**src/rtl/core/nat_pkg.sv**
```systemverilog
// Package: shared types and codes for the neighbor aging table.
package nat_pkg;

    localparam int ADDR_W  = 48;
    localparam int LIMIT_W = 16;

    localparam logic FUNC_HEARD = 1'b0;
    localparam logic FUNC_TICK  = 1'b1;

    typedef enum logic [1:0] {
        EV_HEARD = 2'd0,
        EV_LOST  = 2'd1,
        EV_FULL  = 2'd2
    } t_kind;

    typedef enum logic [1:0] {
        ST_IDLE,
        ST_SCAN,
        ST_FINISH
    } t_state;

    typedef struct packed {
        logic              func;
        logic [ADDR_W-1:0] station_addr;
    } t_in;

    typedef struct packed {
        logic [1:0]        event_kind;
        logic [ADDR_W-1:0] neighbor_addr;
        logic              last;
    } t_out;

    typedef struct packed {
        logic [ADDR_W-1:0]  addr;
        logic [LIMIT_W-1:0] count;
    } t_entry;

endpackage

```
**src/rtl/core/neighbor_aging_table_unit.sv**
```systemverilog
// Top level: neighbor address table with per-entry countdown, memory based.
//
//  channel   direction  handshake                       payload
//  item      in         start && !busy                  i_item   (nat_pkg::t_in)
//  result    out        o_valid, one cycle, no stall    o_result (nat_pkg::t_out)
//  config    in         i_cfg_we                        i_cfg_wdata (beacons_lost_limit)
//
// Every item holds busy high for one sweep: one slot of the single entry memory
// is read per cycle; each read is checked the cycle after and written back if
// its count is decremented or its address matches. A lost report is held until
// the next loss is found, so its last flag is known; the final result shows in
// the cycle busy drops. The receiver cannot stall, so results are never held
// back by the output side. Synchronous active-low reset empties the table (valid
// flops) and sets the limit to 1; memory contents are undefined until written.
module neighbor_aging_table_unit #(
    parameter int TABLE_DEPTH = 32
) (
    input  logic                           i_clk,
    input  logic                           i_rst_n,
    input  logic                           start,
    output logic                           busy,
    input  nat_pkg::t_in                   i_item,
    output logic                           o_valid,
    output nat_pkg::t_out                  o_result,
    input  logic                           i_cfg_we,
    input  logic [nat_pkg::LIMIT_W-1:0]    i_cfg_wdata
);
    import nat_pkg::*;

    localparam int IDX_W = (TABLE_DEPTH > 1) ? $clog2(TABLE_DEPTH) : 1;
    localparam int CNT_W = $clog2(TABLE_DEPTH + 1);
    localparam logic [CNT_W-1:0] SCAN_END = CNT_W'(TABLE_DEPTH);
    localparam logic [IDX_W-1:0] LAST_IDX = IDX_W'(TABLE_DEPTH - 1);

    t_entry mem [TABLE_DEPTH];

    t_state             r_state, n_state;
    logic [TABLE_DEPTH-1:0] r_valid, n_valid;
    logic [LIMIT_W-1:0] r_limit;
    t_in                r_item, n_item;
    logic [CNT_W-1:0]   r_idx, n_idx;
    logic               r_eval_vld, n_eval_vld;
    logic [IDX_W-1:0]   r_eval_idx, n_eval_idx;
    logic               r_found, n_found;
    logic               r_free_vld, n_free_vld;
    logic [IDX_W-1:0]   r_free_idx, n_free_idx;
    logic               r_pend, n_pend;
    logic [ADDR_W-1:0]  r_pend_addr, n_pend_addr;
    logic               r_out_vld, n_out_vld;
    t_out               r_out, n_out;
    t_entry             r_rd_data;

    logic               rd_en;
    logic [IDX_W-1:0]   rd_addr;
    logic               wr_en;
    logic [IDX_W-1:0]   wr_addr;
    t_entry             wr_data;
    logic               eval_last;

    assign eval_last = r_eval_vld && (r_eval_idx == LAST_IDX);

    // next state
    always_comb begin
        n_state = r_state;
        case (r_state)
            ST_IDLE:   if (start) n_state = ST_SCAN;
            ST_SCAN:   if (eval_last) n_state = ST_FINISH;
            ST_FINISH: n_state = ST_IDLE;
            default:   n_state = ST_IDLE;
        endcase
    end

    // datapath and outputs
    always_comb begin
        n_valid     = r_valid;
        n_item      = r_item;
        n_idx       = r_idx;
        n_eval_vld  = 1'b0;
        n_eval_idx  = r_eval_idx;
        n_found     = r_found;
        n_free_vld  = r_free_vld;
        n_free_idx  = r_free_idx;
        n_pend      = r_pend;
        n_pend_addr = r_pend_addr;
        n_out_vld   = 1'b0;
        n_out       = r_out;
        rd_en       = 1'b0;
        rd_addr     = r_idx[IDX_W-1:0];
        wr_en       = 1'b0;
        wr_addr     = r_eval_idx;
        wr_data     = r_rd_data;
        case (r_state)
            ST_IDLE: begin
                if (start) begin
                    n_item     = i_item;
                    n_idx      = '0;
                    n_found    = 1'b0;
                    n_free_vld = 1'b0;
                    n_pend     = 1'b0;
                end
            end
            ST_SCAN: begin
                if (r_idx != SCAN_END) begin
                    rd_en      = 1'b1;
                    n_idx      = r_idx + CNT_W'(1);
                    n_eval_vld = 1'b1;
                    n_eval_idx = r_idx[IDX_W-1:0];
                end
                if (r_eval_vld) begin
                    if (r_item.func == FUNC_TICK) begin
                        if (r_valid[r_eval_idx]) begin
                            if (r_rd_data.count != '0) begin
                                wr_en         = 1'b1;
                                wr_data.count = r_rd_data.count - LIMIT_W'(1);
                            end else begin
                                n_valid[r_eval_idx] = 1'b0;
                                // report the previous loss now that another follows
                                if (r_pend) begin
                                    n_out_vld           = 1'b1;
                                    n_out.event_kind    = EV_LOST;
                                    n_out.neighbor_addr = r_pend_addr;
                                    n_out.last          = 1'b0;
                                end
                                n_pend      = 1'b1;
                                n_pend_addr = r_rd_data.addr;
                            end
                        end
                    end else begin
                        if (r_valid[r_eval_idx]) begin
                            if (r_rd_data.addr == r_item.station_addr) begin
                                wr_en         = 1'b1;
                                wr_data.count = r_limit;
                                n_found       = 1'b1;
                            end
                        end else if (!r_free_vld) begin
                            n_free_vld = 1'b1;
                            n_free_idx = r_eval_idx;
                        end
                    end
                end
            end
            ST_FINISH: begin
                n_out.last          = 1'b1;
                n_out.neighbor_addr = r_item.station_addr;
                if (r_item.func == FUNC_TICK) begin
                    n_out_vld           = r_pend;
                    n_out.event_kind    = EV_LOST;
                    n_out.neighbor_addr = r_pend_addr;
                end else begin
                    n_out_vld = 1'b1;
                    if (r_found) begin
                        n_out.event_kind = EV_HEARD;
                    end else if (r_free_vld) begin
                        n_out.event_kind    = EV_HEARD;
                        wr_en               = 1'b1;
                        wr_addr             = r_free_idx;
                        wr_data.addr        = r_item.station_addr;
                        wr_data.count       = r_limit;
                        n_valid[r_free_idx] = 1'b1;
                    end else begin
                        n_out.event_kind = EV_FULL;
                    end
                end
            end
            default: ;
        endcase
    end

    always_ff @(posedge i_clk) begin
        if (rd_en) begin
            r_rd_data <= mem[rd_addr];
        end
        if (wr_en) begin
            mem[wr_addr] <= wr_data;
        end
    end

    always_ff @(posedge i_clk) begin
        if (!i_rst_n) begin
            r_state    <= ST_IDLE;
            r_valid    <= '0;
            r_limit    <= LIMIT_W'(1);
            r_eval_vld <= 1'b0;
            r_out_vld  <= 1'b0;
        end else begin
            r_state    <= n_state;
            r_valid    <= n_valid;
            r_eval_vld <= n_eval_vld;
            r_out_vld  <= n_out_vld;
            if (i_cfg_we) begin
                r_limit <= i_cfg_wdata;
            end
        end
    end

    always_ff @(posedge i_clk) begin
        r_item      <= n_item;
        r_idx       <= n_idx;
        r_eval_idx  <= n_eval_idx;
        r_found     <= n_found;
        r_free_vld  <= n_free_vld;
        r_free_idx  <= n_free_idx;
        r_pend      <= n_pend;
        r_pend_addr <= n_pend_addr;
        r_out       <= n_out;
    end

    assign busy     = (r_state != ST_IDLE);
    assign o_valid  = r_out_vld;
    assign o_result = r_out;

endmodule

```
**config.mk**
```make
export PLATFORM = sky130hd
export DESIGN_NAME = neighbor_aging_table_unit
export DESIGN_NICKNAME = d
export VERILOG_FILES = /design/src/rtl/core/nat_pkg.sv /design/src/rtl/core/neighbor_aging_table_unit.sv
export SDC_FILE = /design/constraint.sdc
export NUM_CORES = 2
export LEC_CHECK = 0
export ABC_AREA = 1
export BUFFER_PORTS_ARGS = -buffer_cell sky130_fd_sc_hd__buf_4
export CORE_AREA = 2 2 414 416
export CTS_CLUSTER_DIAMETER = 80
export DETAILED_ROUTE_END_ITERATION = 7
export DIE_AREA = 0 0 416 418
export HOLD_SLACK_MARGIN = 0.06
export PLACE_DENSITY = 0.7
export SYNTH_ARGS = -nofsm -noshare
export SYNTH_HDL_FRONTEND = slang
export SYNTH_SLANG_ARGS = --single-unit
```
**constraint.sdc**
```tcl
create_clock -name i_clk -period 6.2 [get_ports i_clk]
set_input_delay 0.31 -clock i_clk [delete_from_list [all_inputs] [get_ports i_clk]]
set_output_delay 0.31 -clock i_clk [all_outputs]
set_load 0.1 [all_outputs]
```
# ---- Word-level counts from Yosys, hierarchy flattened
# Memories as Yosys holds them, arrays and structs flattened. A register that Yosys moved wholly into a read port is not among the register bits.
# Cells that the tools add are included.
dict set report word_totals {
  ff_bits 219
  ram_bits 2048
  input_bits 69
  memories 1
}
# name depth width read_ports rd_clocked_by_memory_dff write_ports line
set mem_list {}
lappend mem_list {mem 32 64 1 1 1 neighbor_aging_table_unit.sv:35} ;# t_entry mem [TABLE_DEPTH];
dict set report op_classes {
  n_addsub 2
  n_lt_le_gt_ge 4
  eq_ne 19
  n_mux 81
  bitwise_logic 6
  reduce_logical 19
}
# cell count
set op_table {}
lappend op_table {{$mux 51} 5}
lappend op_table {{$mux 32} 7}
lappend op_table {{$mux 64} 3}
lappend op_table {{$pmux 51 s2} 1}
lappend op_table {{$mux 16} 6}
lappend op_table {{$mux 48} 2}
lappend op_table {{$pmux 32 s2} 1}
lappend op_table {{$eq 48x48->1} 1}
lappend op_table {{$mux 1} 34}
lappend op_table {{$and 32x32->32} 1}
lappend op_table {{$not 32->32} 1}
lappend op_table {{$or 32x32->32} 1}
lappend op_table {{$pmux 16 s2} 1}
lappend op_table {{$ne 2x2->1 const B} 14}
lappend op_table {{$mux 5} 4}
lappend op_table {{$reduce_and 6->1} 3}
lappend op_table {{$reduce_bool 16->1} 1}
lappend op_table {{$sub 16x1->16 const B} 1}
lappend op_table {{$lt 5x6->1 const B} 2}
lappend op_table {{$mux 6} 2}
lappend op_table {{$pmux 6 s2} 1}
lappend op_table {{$demux 1 s5} 2}
lappend op_table {{$ge 5x1->1 const B} 2}
lappend op_table {{$mux 2} 5}
lappend op_table {{other kinds (17)} 30}

# ---- Depth between registers and ports, before layout
dict set report depth {
  ltp_word 11
  depth_mapped 16
  mapped_depth_nobuf 15
}

# ---- Worst setup path before layout
# No wires, ideal clock.
dict set report synth_timing {
  path_kind {register to register}
  start {register r_eval_idx[0]}
  end {register r_pend_addr[0] (enable)}
  setup_ps 515
  arrival_ps 4695
  slack_ps 990
  path_stages_with_launch 12
  cell_sequence {edfxtp_1 > buf_4 > o21ai_0 > nand2_1 > nand2_1 > nand2_1 > nand2_1 > nor2_1 > nand2_2 > inv_2 > buf_2 > nor3_1}
}
dict set report synth_via {
  elab_chain_len 3
}
# item line
set synth_lines {}
lappend synth_lines {{start: declaration} neighbor_aging_table_unit.sv:43} ;# logic [IDX_W-1:0] r_eval_idx, n_eval_idx;
lappend synth_lines {{start signal: assignment} neighbor_aging_table_unit.sv:199} ;# r_eval_idx <= n_eval_idx;
lappend synth_lines {{$bmux 1 s5} neighbor_aging_table_unit.sv:111} ;# if (r_valid[r_eval_idx]) begin
lappend synth_lines {{$mux 1 (implied by the code)} neighbor_aging_table_unit.sv:111}
lappend synth_lines {{$reduce_and 5->1 (no line)} -}
lappend synth_lines {{end signal: assignment} neighbor_aging_table_unit.sv:204} ;# r_pend_addr <= n_pend_addr;
lappend synth_lines {{end: declaration} neighbor_aging_table_unit.sv:48} ;# logic [ADDR_W-1:0] r_pend_addr, n_pend_addr;
# Every way passes these cells. The select of a mux whose other input is x is not followed.
# A chain may end at the register's enable or synchronous reset.

# ---- Worst setup path after layout
dict set report layout_timing {
  start {register r_state[0]}
  end {memory mem[26][40] (netlist name) (enable)}
}
dict set report layout_via {
  elab_chain_len 4
}
# item line
set layout_lines {}
lappend layout_lines {{start: declaration} neighbor_aging_table_unit.sv:37} ;# t_state r_state, n_state;
lappend layout_lines {{start signal: assignment} neighbor_aging_table_unit.sv:186} ;# r_state <= n_state;
lappend layout_lines {{$eq 2x2->1 / $eq 2x1->1 (equally long branches)} neighbor_aging_table_unit.sv:92} ;# case (r_state)
lappend layout_lines {{$pmux 1 s2} neighbor_aging_table_unit.sv:92}
lappend layout_lines {{$mux 1} neighbor_aging_table_unit.sv:173} ;# if (wr_en) begin
lappend layout_lines {{$mux 1 (implied by the code)} neighbor_aging_table_unit.sv:174} ;# mem[wr_addr] <= wr_data;
lappend layout_lines {{end: declaration} neighbor_aging_table_unit.sv:35}
# Parallel ways exist; a longest one is shown, timed or not.

==> reports/qor.yml <==
synthesis:
  ys.flop_type: "edfxtp_1"
  async_flop_share_pct: 0
  synthAdderAreaFrac_pct: 0.0946
  synth_area_leaders: "edfxtp_1, o21ai_0, nor2_1"
  synth_top_cell_by_area: "edfxtp_1"
  synth-compound-area-share_pct: 12.3
  synth_nets: 7380
  seq_area_frac_synth_pct: 75.1
  ys_types: 45
  syn_area_um2: 92600
  yosys_warnings: 0
  synth-edff-count: 2279
  synth_top_family_by_area: "compound AO/OA/AOI/OAI gates"
  muxShareOfSynthArea_pct: 0
  synth-xor-area-share_pct: 0.312
  ys_ff_latch: 2331
  synth-simple-area-share_pct: 9.43
  yosysTopAreaCellShare_pct: 73.9
  netlist_instances: 7304
  avgSynthCellArea_um2: 12.7
global_routing:
  grt_max_degree: 213
  globalRoute.busiestLayer: "met2"
  grt_overflow: 0
  use_met1_pct: 40.0
  grt_pass1_vias: 58300
  grtUsageMet3_pct: 4.56
  grt_pass1_wl_um: 376000
  met2_usage_pct: 45.9
  track_usage_pct: 28.9
  antenna_found_initial: 4
pwr:
  totalPowerFinal_uw: 51900
  p_seq_share_pct: 40.9
  p_leak_uw: 0.0346
  netSwitchingFraction_pct: 37.8
  worst_ir_drop_vdd_uv: 472
  comb_power_share_pct: 33.8
  internal-power_uw: 32300
  cellPowerDensity_nw_per_um2: 497
  power_frac_clock_pct: 25.3
  power_switching_uw: 19600
floorplanning:
  rows: 151
  dieArea_um2: 174000
  die_y_um: 418
  start_util_pct: 54.7
  die_x_um: 416
  core_um2: 169000
  pin_count: 122
sta:
  setup_tns_ns: 0
  finalSetupViolCount: 0
  worst_slew_pin_slew_ns: 1.15
  finalCritPeriodShare_pct: 75.1
  finalHoldViolations: 0
  fin_skew_ns: 0.0472
  relSlewSlack_pct: 22.5
  rsz0062_at_grt: "false"
  drv_slew: 0
  fmax_mhz: 215
  period_minus_slack_ns: 4.65
clocking:
  root_buffer: "clkbuf_16"
  clock_latency_ns: 0.87
  clkTransAtPathRegs_ns: 0.06
  htree_levels: 4
  cts_buffers: 222
  clock_path_buffers: 3
  cts_tree: "built"
  post_cts_buffers: 0
  cts_sinks: 2331
  cts_resized: 0
job:
  maxCapViolations: 0
routing:
  drc: 0
  routed_wl_um: 255000
  drtIter0Drc: 7949
  firstDrtPassIters: 6
  ant_nets: 0
  via_count: 61600
  routedWlPerCell_um: 25.9
  routed_via_density: 6.25
critical_path:
  crit_path_max_fanout: 37
  required_ns: 6.65
  cp-end-kind: "flop"
  critPathLaunchType: "flop"
  crit_type: "reg2reg"
  crit_arrival_ns: 5.11
layout:
  nFillCells: 12400
  final_common_cell: "edfxtp_1"
  layout_common_cells: "edfxtp_1, o21ai_0, nor2_1"
  multi_input_area_um2: 21000
  drive_above_1_share_pct: 9.64
  syn2layout_area_growth_pct: 12.9
  nets: 7512
  final_cell_count_no_fill: 9849
  ff_latch_area_um2: 69500
placed_design:
  routabilityCongestion: 0.849
  dp_cells: 9346
  hpwl_um: 137000
  port_buffers: 121
run_status:
  outcome: "finished clean"
hold_path:
  hold_class: "in2reg"
area by class of cell:
| type | count | share of cell area, % |
|---|---|---|
| multi-input combinational | 4308 | 20.1 |
| sequential | 2331 | 66.5 |
| clock buffer | 264 | 5.50 |
| antenna | 6 | 0.0144 |
| inverter | 183 | 0.684 |
| tap | 2218 | 2.66 |
| timing repair buffer | 390 | 3.33 |
| clock inverter | 149 | 1.24 |
stage by stage:
stage | hold slack [ns] | area [um^2] | util (%) | worst slack (ns)
global route | 0.150 | 104000 | 61.8 | 1.33
floorplan | 0.409 | 92600 | - | 0.990
finish | 0.165 | 104000 | 61.8 | 1.55
detailed placement | 0.460 | 96600 | 57.1 | 1.69
CTS | 0.109 | 104000 | 61.8 | 1.67
global placement | 0.455 | 96600 | 57.1 | 1.81
sequential cells by signal (all words and copies together), names as in the netlist:
register,cells
mem,2048
r_rd_data,64
r_found,1
r_item,49
r_state,2
r_pend,1
r_limit,16
r_free_vld,1
r_idx,6
r_valid,32
r_free_idx,5
r_pend_addr,48
o_result,51
o_valid,1
r_eval_idx,5
r_eval_vld,1
worst paths after layout:
path                                     from               to  slack, ns  depth (start not counted)
worst max-delay path               r_state[0]      mem[26][40]       1.55                         11
worst min-delay path               i_item[45]       r_item[45]       0.17                          2
worst max register to register     r_state[0]      mem[26][40]       1.55                         11
worst min register to register  r_rd_data[49]  r_pend_addr[33]       0.47                          0
logic make-up (layout without fill, tap and decap cells):
kind of cell | Yosys count | after routing
adders and majority gates | 7 | 7
AOI/OAI and AO/OA | 2043 | 2043
DFF | 2331 | 2331
xor gates and xnor gates | 33 | 33
buffers and inverters | 665 | 986
and+or+nand+nor | 2225 | 2225
other | 0 | 6
per-layer routing:
| metal | wire (um) | vias to the layer above |
|---|---|---|
| li1 | - | 27100 |
| met1 | 97900 | 30400 |
| met2 | 121000 | 3554 |
| met3 | 26200 | 489 |
| met4 | 10700 | 2 |
| met5 | 18 | - |
synth_stat cells (2+ instances only):
cell	number
edfxtp_1	2279
o21ai_0	1227
nor2_1	1191
nand2_1	832
o22ai_1	512
clkbuf_1	411
inv_1	174
nand3_1	150
a21oi_1	124
a221oi_1	78
a211oi_1	65
dfxtp_1	52
buf_1	30
buf_2	30
xor2_1	23
nand4_1	22
o21a_1	14
o21ai_1	11
nor3_1	10
xnor2_1	10
ha_1	7
inv_2	7
buf_4	6
a31oi_1	5
buf_6	4
nand4_2	4
nand2_2	3
or2_2	3
clkinv_1	2
nor4_1	2
o2111ai_1	2
critical path, cell delays in order, from the launching register on:
cell,delay (ns)
dfxtp_1,0.32
inv_1,0.10
ha_1,0.19
inv_2,0.15
nor2_1,0.27
inv_4,0.19
nor2_1,0.14
inv_1,0.15
o21ai_0,0.92
nand4_2,0.77
nor2_4,0.27
buf_4,0.71
power by group through the flow:
stage	registers (uW)	logic, uW	clock network [uW]
final	21300	17500	13200
after global routing	21300	18800	13900
after CTS	21200	17300	13300
after detailed placement	21600	17100	0
after global placement	21500	16800	0
after floorplan	21900	10100	0
repair_timing:
item,CTS,global route
hold endpoints to repair,80,0
hold buffers,84,0
endpoints found under the setup margin,0,0
Note: power is estimated with default switching activity, not from simulation.
